==> config.mk <==
export PLATFORM = sky130hd
export DESIGN_NAME = echo_distance_median_filter_unit
export DESIGN_NICKNAME = d
export VERILOG_FILES = /design/src/design/edmf_pkg.sv /design/src/design/echo_distance_median_filter_unit.sv
export SDC_FILE = /design/constraint.sdc
export NUM_CORES = 1
export LEC_CHECK = 0
export BUFFER_PORTS_ARGS = -buffer_cell sky130_fd_sc_hd__buf_4
export CAP_MARGIN = 25
export CORE_MARGIN = 2
export CORE_UTILIZATION = 32
export DETAILED_ROUTE_END_ITERATION = 8
export GPL_TIMING_DRIVEN = 0
export HOLD_SLACK_MARGIN = 0.1
export MAX_ROUTING_LAYER = met4
export SLEW_MARGIN = 5
export SYNTH_ARGS = -nofsm -noshare
export SYNTH_HDL_FRONTEND = slang
export SYNTH_SLANG_ARGS = --single-unit
export TNS_END_PERCENT = 30
==> constraint.sdc <==
create_clock -name clk -period 25.7 [get_ports clk]
set_input_delay 1.285 -clock clk [delete_from_list [all_inputs] [get_ports clk]]
set_output_delay 1.285 -clock clk [all_outputs]
set_load 0.02 [all_outputs]
==> src/design/edmf_pkg.sv <==
// edmf_pkg: shared constants and helpers for the echo distance median filter
// holds field widths, configuration register codes, reset values and the median helper
// no dependencies
package edmf_pkg;

  // field widths
  localparam int TofW    = 16;
  localparam int DistW   = 11;
  localparam int CfgIdxW = 3;
  localparam int SlotW   = 2;

  // window depth is fixed at three entries per sensor
  localparam int WindowDepth = 3;

  // default sensor count
  localparam int SensorCountDefault = 2;

  // configuration register codes
  localparam logic [CfgIdxW-1:0] CFG_OFFSET_S0 = 3'd0;
  localparam logic [CfgIdxW-1:0] CFG_OFFSET_S1 = 3'd1;
  localparam logic [CfgIdxW-1:0] CFG_MIN_VALID = 3'd2;
  localparam logic [CfgIdxW-1:0] CFG_MAX_VALID = 3'd3;
  localparam logic [CfgIdxW-1:0] CFG_NO_ECHO   = 3'd4;

  // item kinds
  localparam logic KIND_ECHO  = 1'b0;
  localparam logic KIND_START = 1'b1;

  // configuration reset values
  localparam logic [DistW-1:0] MIN_VALID_RST = 11'd2;
  localparam logic [DistW-1:0] MAX_VALID_RST = 11'd320;
  localparam logic [DistW-1:0] NO_ECHO_RST   = 11'd999;

  // cm = floor(tof * 343 / 20000) = floor(tof * RECIP_C >> RECIP_SHIFT)
  // RECIP_C = ceil(2^31 * 343 / 20000), exact for every 16-bit time of flight
  localparam int ProdW       = 42;
  localparam int RECIP_SHIFT = 31;
  localparam logic [ProdW-1:0] RECIP_C = 42'd36829345;

  // window slot codes
  localparam logic [SlotW-1:0] SLOT_FIRST = 2'd0;
  localparam logic [SlotW-1:0] SLOT_LAST  = 2'd2;

  // middle value of three
  function automatic logic [DistW-1:0] mid_of_three(
    input logic [DistW-1:0] a,
    input logic [DistW-1:0] b,
    input logic [DistW-1:0] c
  );
    logic [DistW-1:0] lo;
    logic [DistW-1:0] hi;
    lo = (a < b) ? a : b;
    hi = (a < b) ? b : a;
    if (c <= lo) begin
      mid_of_three = lo;
    end else if (c >= hi) begin
      mid_of_three = hi;
    end else begin
      mid_of_three = c;
    end
  endfunction

endpackage

==> src/design/echo_distance_median_filter_unit.sv <==
// echo_distance_median_filter_unit: per-sensor echo distance conversion and median filter
// converts time of flight to cm, range-qualifies, median-of-three filters, offsets, tracks minimum
// depends on edmf_pkg
//
// result path: input register, then result register
// throughput: one item per cycle unless out_ready stalls; the window and minimum update is one
// pass of logic behind the input register, after one constant multiply for the cm conversion
// reset (rst_n low, synchronous): windows and write slots cleared, minimums and
// configuration set to their defaults (no-echo 999, min 2, max 320, offsets 0)
module echo_distance_median_filter_unit
  import edmf_pkg::*;
#(
  parameter int SENSOR_COUNT = SensorCountDefault
) (
  input  logic               clk,
  input  logic               rst_n,
  // input channel
  input  logic               in_valid,
  output logic               in_ready,
  input  logic               in_kind,
  input  logic               in_sensor_id,
  input  logic [TofW-1:0]    in_echo_time_us,
  // result channel
  output logic               out_valid,
  input  logic               out_ready,
  output logic               out_sensor,
  output logic [DistW-1:0]   out_qualified_cm,
  output logic [DistW-1:0]   out_filtered_cm,
  output logic [DistW-1:0]   out_interval_min_cm,
  output logic               out_in_range,
  // configuration channel
  input  logic               cfg_valid,
  output logic               cfg_ready,
  input  logic [CfgIdxW-1:0] cfg_index,
  input  logic [DistW-1:0]   cfg_data
);

  localparam int SidW = (SENSOR_COUNT > 1) ? $clog2(SENSOR_COUNT) : 1;

  // configuration registers
  logic [DistW-1:0] offset_s0_r;
  logic [DistW-1:0] offset_s1_r;
  logic [DistW-1:0] min_valid_r;
  logic [DistW-1:0] max_valid_r;
  logic [DistW-1:0] no_echo_r;

  // per-sensor state
  logic [DistW-1:0] window_r [SENSOR_COUNT][WindowDepth];
  logic [SlotW-1:0] slot_r   [SENSOR_COUNT];
  logic [DistW-1:0] min_r    [SENSOR_COUNT];

  // input register
  logic             s1_valid_r;
  logic             s1_kind_r;
  logic             s1_sid_r;
  logic [TofW-1:0]  s1_tof_r;

  // result register
  logic             out_valid_r;
  logic             out_sensor_r;
  logic [DistW-1:0] out_qual_r;
  logic [DistW-1:0] out_filt_r;
  logic [DistW-1:0] out_min_r;
  logic             out_in_range_r;

  // datapath signals
  logic             out_free;
  logic             s1_drop;
  logic             s1_fire;
  logic             s1_emit;
  logic [SidW-1:0]  sidx;
  logic [ProdW-1:0] prod;
  logic [DistW-1:0] dist_cm;
  logic             in_rng;
  logic [DistW-1:0] qual;
  logic [SlotW-1:0] slot_cur;
  logic [SlotW-1:0] slot_nxt;
  logic [DistW-1:0] win_nxt [WindowDepth];
  logic [DistW-1:0] med;
  logic [DistW-1:0] off;
  logic [DistW-1:0] filt;
  logic [DistW-1:0] min_old;
  logic [DistW-1:0] min_nxt;

  assign cfg_ready = 1'b1;

  // configuration writes
  always_ff @(posedge clk) begin
    if (!rst_n) begin
      offset_s0_r <= '0;
      offset_s1_r <= '0;
      min_valid_r <= MIN_VALID_RST;
      max_valid_r <= MAX_VALID_RST;
      no_echo_r   <= NO_ECHO_RST;
    end else if (cfg_valid) begin
      case (cfg_index)
        CFG_OFFSET_S0: offset_s0_r <= cfg_data;
        CFG_OFFSET_S1: offset_s1_r <= cfg_data;
        CFG_MIN_VALID: min_valid_r <= cfg_data;
        CFG_MAX_VALID: max_valid_r <= cfg_data;
        CFG_NO_ECHO:   no_echo_r   <= cfg_data;
        default: ;
      endcase
    end
  end

  // handshake: echo items for absent sensors leave without a result
  assign out_free = !out_valid_r || out_ready;
  assign s1_drop  = (s1_kind_r == KIND_ECHO) && (int'(s1_sid_r) >= SENSOR_COUNT);
  assign s1_fire  = s1_valid_r && (out_free || s1_drop);
  assign s1_emit  = s1_fire && !s1_drop;
  assign in_ready = !s1_valid_r || s1_fire;

  // input register
  always_ff @(posedge clk) begin
    if (!rst_n) begin
      s1_valid_r <= 1'b0;
    end else if (in_ready) begin
      s1_valid_r <= in_valid;
    end
  end

  always_ff @(posedge clk) begin
    if (in_valid && in_ready) begin
      s1_kind_r <= in_kind;
      s1_sid_r  <= in_sensor_id;
      s1_tof_r  <= in_echo_time_us;
    end
  end

  assign sidx = SidW'(s1_sid_r);

  // time of flight to cm by reciprocal multiply
  assign prod    = ProdW'(s1_tof_r) * RECIP_C;
  assign dist_cm = prod[RECIP_SHIFT +: DistW];

  // range qualification
  assign in_rng = (dist_cm >= min_valid_r) && (dist_cm < max_valid_r);
  assign qual   = in_rng ? dist_cm : no_echo_r;

  // write slot advance, unused code falls back to the first slot
  always_comb begin
    slot_cur = (slot_r[sidx] > SLOT_LAST) ? SLOT_FIRST : slot_r[sidx];
    slot_nxt = (slot_cur == SLOT_LAST) ? SLOT_FIRST : slot_cur + 2'd1;
  end

  // write new value, raise smaller entries to it
  always_comb begin
    for (int i = 0; i < WindowDepth; i++) begin
      if (SlotW'(i) == slot_cur) begin
        win_nxt[i] = qual;
      end else if (window_r[sidx][i] < qual) begin
        win_nxt[i] = qual;
      end else begin
        win_nxt[i] = window_r[sidx][i];
      end
    end
  end

  // median and offset correction
  always_comb begin
    med = mid_of_three(win_nxt[0], win_nxt[1], win_nxt[2]);
    off = (s1_sid_r == 1'b0) ? offset_s0_r : offset_s1_r;
    if (med == no_echo_r) begin
      filt = no_echo_r;
    end else if (med > off) begin
      filt = med - off;
    end else begin
      filt = '0;
    end
  end

  // running minimum of non-zero results
  assign min_old = min_r[sidx];
  assign min_nxt = ((filt != '0) && (filt < min_old)) ? filt : min_old;

  // per-sensor state update
  always_ff @(posedge clk) begin
    if (!rst_n) begin
      for (int s = 0; s < SENSOR_COUNT; s++) begin
        slot_r[s] <= SLOT_FIRST;
        min_r[s]  <= NO_ECHO_RST;
        for (int i = 0; i < WindowDepth; i++) begin
          window_r[s][i] <= '0;
        end
      end
    end else if (s1_fire) begin
      if (s1_kind_r == KIND_START) begin
        for (int s = 0; s < SENSOR_COUNT; s++) begin
          min_r[s] <= no_echo_r;
        end
      end else if (!s1_drop) begin
        slot_r[sidx] <= slot_nxt;
        min_r[sidx]  <= min_nxt;
        for (int i = 0; i < WindowDepth; i++) begin
          window_r[sidx][i] <= win_nxt[i];
        end
      end
    end
  end

  // result register
  always_ff @(posedge clk) begin
    if (!rst_n) begin
      out_valid_r <= 1'b0;
    end else if (out_free) begin
      out_valid_r <= s1_emit;
    end
  end

  always_ff @(posedge clk) begin
    if (s1_emit) begin
      out_sensor_r <= s1_sid_r;
      if (s1_kind_r == KIND_START) begin
        out_qual_r     <= '0;
        out_filt_r     <= '0;
        out_min_r      <= no_echo_r;
        out_in_range_r <= 1'b0;
      end else begin
        out_qual_r     <= qual;
        out_filt_r     <= filt;
        out_min_r      <= min_nxt;
        out_in_range_r <= in_rng;
      end
    end
  end

  assign out_valid           = out_valid_r;
  assign out_sensor          = out_sensor_r;
  assign out_qualified_cm    = out_qual_r;
  assign out_filtered_cm     = out_filt_r;
  assign out_interval_min_cm = out_min_r;
  assign out_in_range        = out_in_range_r;

endmodule
==> results of run 1 <==
logic make-up (layout without fill, tap and decap cells):
| family | count (synthesis) | in the layout | share of synthesized area (%) |
|---|---|---|---|
| other cells | 1 | 1 | 0.0204 |
| fa+ha+maj | 357 | 357 | 28.6 |
| flops | 203 | 203 | 30.1 |
| buf+inv | 363 | 486 | 7.51 |
| compound gates | 375 | 375 | 13.5 |
| xor+xnor | 21 | 21 | 1.00 |
| mux | 113 | 113 | 6.70 |
| simple gates | 511 | 511 | 12.6 |
cell usage in the layout, fill, tap and decap left out, types with 56 or more instances in the layout:
| cell type | instances |
|---|---|
| a21oi_1 | 120 |
| buf_4 | 78 |
| clkbuf_1 | 56 |
| dfxtp_1 | 58 |
| edfxtp_1 | 145 |
| fa_1 | 103 |
| ha_1 | 254 |
| inv_1 | 299 |
| mux2i_1 | 68 |
| nand2_1 | 182 |
| nor2_1 | 161 |
state kept, by name, indices dropped and copies added (netlist names), 4 cells and up, named ones only:
| name | flops |
|---|---|
| out_interval_min_cm | 11 |
| out_qualified_cm | 11 |
| offset_s1_r | 11 |
| slot_r | 4 |
| min_r | 22 |
| min_valid_r | 11 |
| max_valid_r | 11 |
| offset_s0_r | 11 |
| s1_tof_r | 16 |
| window_r | 66 |
| no_echo_r | 11 |
| out_filtered_cm | 11 |
tightest hold or removal path, cell delays in order, from the launching register on:
cell and delay [ps]:
dfxtp_1 310, nand2_1 50, a21boi_0 60
path summary, 6_finish.rpt:
kind                                  end  cells past startpoint
setup / recovery  out_interval_min_cm[10]                     87
hold reg to reg            offset_s0_r[0]                      2
hold / removal             offset_s0_r[0]                      2
setup reg to reg  out_interval_min_cm[10]                     87
routing by layer:
layer	track usage, %	vias to the layer above	part of all wire (%)
met5	-	-	0
met4	5.05	0	2.9
met3	2.85	94	6.5
met2	29.4	471	45
met1	24.8	7067	45
li1	-	6922	-
metrics by stage:
stage	hold WS, ps	cell area [sq um]	utilization [%]
after floorplan	424	18400	-
after global placement	436	19800	35.1
after detailed placement	456	20000	35.3
after CTS	463	20700	36.6
after global routing	478	20700	36.7
final	463	20700	36.7
cell type report:
type,count,area [sq um]
clock inverter,10,96.3
fill,5683,35800
sequential,203,5520
tap,756,946
clock buffer,32,643
timing repair buffer,81,656
buffer,63,251
inverter,300,1130
multi-input combinational,1378,11500
==> results_dict.tcl, run 1 <==
set metrics [dict create \
    synth_ff_type "edfxtp_1" \
    row_count 87 \
    ctsHoldBuffers 0 \
    htree_num_levels 1 \
    drtAntennaViolNets 0 \
    grt_max_degree 32 \
    finalCritPeriodShare_pct 92.8 \
    setup_viol 0 \
    status "finished with violations" \
    fin_nets 2444 \
    reg2reg_from "s1_tof_r[13]" \
    grt.overflow.total 0 \
    r2r_slack_ps 1860 \
    fmax_mhz 42.0 \
    cts.sinks 203 \
    final.setup.tns_ps 0 \
    path_common_cell "a21oi_1" \
    first_global_vias 14600 \
    maxSlewViolCount 0 \
    yosysMostFrequentCell "inv_1" \
    failed_checks "DRC" \
    ys_ff_latch 203 \
    synthTopCellsByCount "299 x inv_1, 254 x ha_1, 183 x nand2_1" \
    tightest_slew_ps 1050 \
    clockBufferDepth 3 \
    gp_congestion 0.930 \
    required_ps 26080 \
    crit_path_start "s1_tof_r[13]" \
    synthesis.area_sq_um 18400 \
    drive_above_1_share_pct 9.24 \
    cp_num_buf_inv 9 \
    min_path_type "flop to flop" \
    rsz0062_at_grt "no" \
    via_per_inst 5.16 \
    synth_fp_nets 2338 \
    dr_total_vias 14600 \
    clk_pin_slew_worst_paths_ps 60 \
    slew_headroom_pct 27.7 \
    routed_wl_um 54000 \
    ioPinCount 75 \
    cts_made_buffers 23 \
    die_y_um 243 \
    synth_edf_count 145 \
    start_util_pct 32.5 \
    finalClockSkew_ps 27.3 \
    area_delta_synth_final_pct 12.9 \
    syn_inst 1944 \
    dr.pass1.iters 9 \
    cts_tree "yes" \
    setup_slack_ps 1860 \
    cts_resized 0 \
    cp.arrival_ps 24210 \
    seq_area_frac_synth_pct 30.1 \
    drt_iter0_markers 1097 \
    crit_slowest_cell "mux2i_1" \
    max_stage_delay_ps 900 \
    post_cts_buffers 0 \
    fin_cells 2823 \
    post-dp-hpwl_um 42800 \
    cpLargestDelayFamily "compound AO/OA/AOI/OAI gates" \
    wl_per_cell_um 19.1 \
    clk_latency_ps 550 \
    syn_avg_cell_area_sq_um 9.44 \
    ys_warn_count 0 \
    coreArea_sq_um 56500 \
    diodes 0 \
    period_minus_slack_ps 23840 \
    yosys.area.top_type "edfxtp_1" \
    synthArstFlopShare_pct 0 \
    min_from "offset_s0_r[0]" \
    hold_violations 0 \
    cp-start-kind "flop" \
    dp.cells 2780 \
    grt.total_usage_pct 18.6 \
    path_max_fanout 10 \
    dieArea_sq_um 59300 \
    crit_type "flop to flop" \
    grt_pass1_wl_um 83300 \
    detailedPlace.worstSlack_ps 2060 \
    antenna_found_initial 0 \
    worstSetupEndpointType "flop" \
    cts_root_buffer "clkbuf_16" \
    route.detailed.drc 3 \
    ys_top_cells_by_area "edfxtp_1 24%, ha_1 17%, fa_1 11%" \
    synth_top_area_share_pct 23.7 \
    port_buffers 73 \
    drv_cap 0 \
    die_w_um 243 \
    synth.distinct_cells 81 \
]
Power of run 1 is not shown: default switching activity piles up to over one toggle a cycle in this logic, so the estimate is an artifact.
==> run 2: changes to the inputs <==
- PLACE_DENSITY: unset -> 0.48
==> run 2 against run 1 <==
Effect of this change:
- the flow now finishes without violations
- sequential share of layout area shrank 0.21 points
- first-iteration DRC count shrank 21%
- core utilization grew 0.29 points
==> results_dict.tcl, run 2 (synthesis gave the netlist of run 1 again) <==
set metrics [dict create \
    row_count 87 \
    largestRegisters "window_r (66), min_r (22), s1_tof_r (16)" \
    drtAntennaViolNets 0 \
    wl_per_cell_um 20.2 \
    reg2reg_from "s1_tof_r[5]" \
    hold_violations 0 \
    die_w_um 243 \
    clk_latency_ps 590 \
    regMostFlops "window_r" \
    drv_cap 0 \
    path_common_cell "a21oi_1" \
    r2r-end "out_interval_min_cm[10]" \
    fin_nets 2452 \
    finalCritPeriodShare_pct 93.4 \
    dieArea_sq_um 59300 \
    area_delta_synth_final_pct 13.7 \
    cp.arrival_ps 24420 \
    antenna_found_initial 0 \
    dr.pass1.iters 5 \
    post-dp-hpwl_um 45200 \
    dr_total_vias 14400 \
    r2r_slack_ps 1700 \
    rsz0062_at_grt "no" \
    crit_type "flop to flop" \
    ioPinCount 75 \
    path_max_fanout 10 \
    die_y_um 243 \
    cts_resized 0 \
    ctsHoldBuffers 0 \
    clk_pin_slew_worst_paths_ps 60 \
    crit_slowest_cell "mux2i_1" \
    final.setup.tns_ps 0 \
    worstSetupEndpointType "flop" \
    largest_reg_flops 66 \
    first_global_vias 14500 \
    finalClockSkew_ps 28.3 \
    required_ps 26110 \
    via_per_inst 5.07 \
    grt.overflow.total 0 \
    coreArea_sq_um 56500 \
    htree_num_levels 1 \
    cts_made_buffers 27 \
    final_cell_mix "299 x inv_1, 254 x ha_1, 182 x nand2_1" \
    start_util_pct 32.5 \
    diodes 0 \
    cts_root_buffer "clkbuf_16" \
    post_cts_buffers 0 \
    maxSlewViolCount 0 \
    drt_iter0_markers 866 \
    final_common_cell "inv_1" \
    max_stage_delay_ps 890 \
    slew_headroom_pct 29.9 \
    min_from "offset_s1_r[0]" \
    grt_max_degree 30 \
    clockBufferDepth 3 \
    period_minus_slack_ps 24000 \
    grt.total_usage_pct 20.1 \
    tightest_slew_ps 1020 \
    min_path_type "flop to flop" \
    cts.sinks 203 \
    setup_viol 0 \
    route.detailed.drc 0 \
    crit_path_start "s1_tof_r[5]" \
    cts_tree "yes" \
    drive_above_1_share_pct 9.53 \
    gp_congestion 0.916 \
    reg2regPathDepth 89 \
    cp-start-kind "flop" \
    status "finished clean" \
    grt_pass1_wl_um 88300 \
    crit_path_end "out_interval_min_cm[10]" \
    port_buffers 73 \
    fmax_mhz 41.7 \
    routed_wl_um 57200 \
]
[run 2: cell types whose count changed in the layout (fill, tap and decap cells not counted), sizes merged]
cell | previous run | this run
clkinvlp | 2 | 0
clkbuf | 83 | 88
buf | 93 | 97
clkinv | 5 | 7
bufinv | 1 | 2
[run 2: worst min-delay path by stage]
stage                endpoint  slack, ps  cells past startpoint
3_3_place_gp       out_sensor        440                      0
5_1_grt            out_sensor        480                      0
4_1_cts        max_valid_r[5]        470                      2
3_5_place_dp   max_valid_r[5]        460                      2
2_1_floorplan      out_sensor        420                      0
6_report       offset_s1_r[0]        460                      2
[run 2: through the flow]
stage | instances | hold slack [ps] | instance area, sq um | worst slack (ps) | util (%)
final | 2833 | 464 | 20900 | 1700 | 36.9
after global placement | 2773 | 437 | 19800 | 651 | 35.1
after detailed placement | 2785 | 458 | 20000 | 1810 | 35.4
after CTS | 2833 | 466 | 20900 | 1760 | 36.9
after global routing | 2833 | 482 | 20900 | 66.5 | 36.9
after floorplan | 1944 | 424 | 18400 | 6330 | -
[run 2: critical path: cells and delay by family (launching register included)]
kind,cells,cell delay [ps]
simple gates,24,3610
xor+xnor,1,400
buf+inv,12,2840
compound gates,34,9020
flops,1,790
fa+ha+maj,13,5040
mux,5,2110
[run 2: metal layers]
metal	global-route usage, %	up-vias	routed length, um
li1	-	6954	-
met1	27.1	6952	26900
met2	31.5	356	25800
met3	2.96	88	2940
met4	5.16	0	1550
met5	-	-	0
[run 2: layout make-up]
cell class / instances / area, sq um
plain buffers: 63 / 251
clock buffers: 37 / 734
clock inverters: 11 / 126
fillers: 5708 / 35600
inverters: 300 / 1130
multi-input cells: 1378 / 11500
flip-flops and latches: 203 / 5520
well taps: 756 / 946
repair buffers: 85 / 698
Power of run 2 is left out for the same reason.
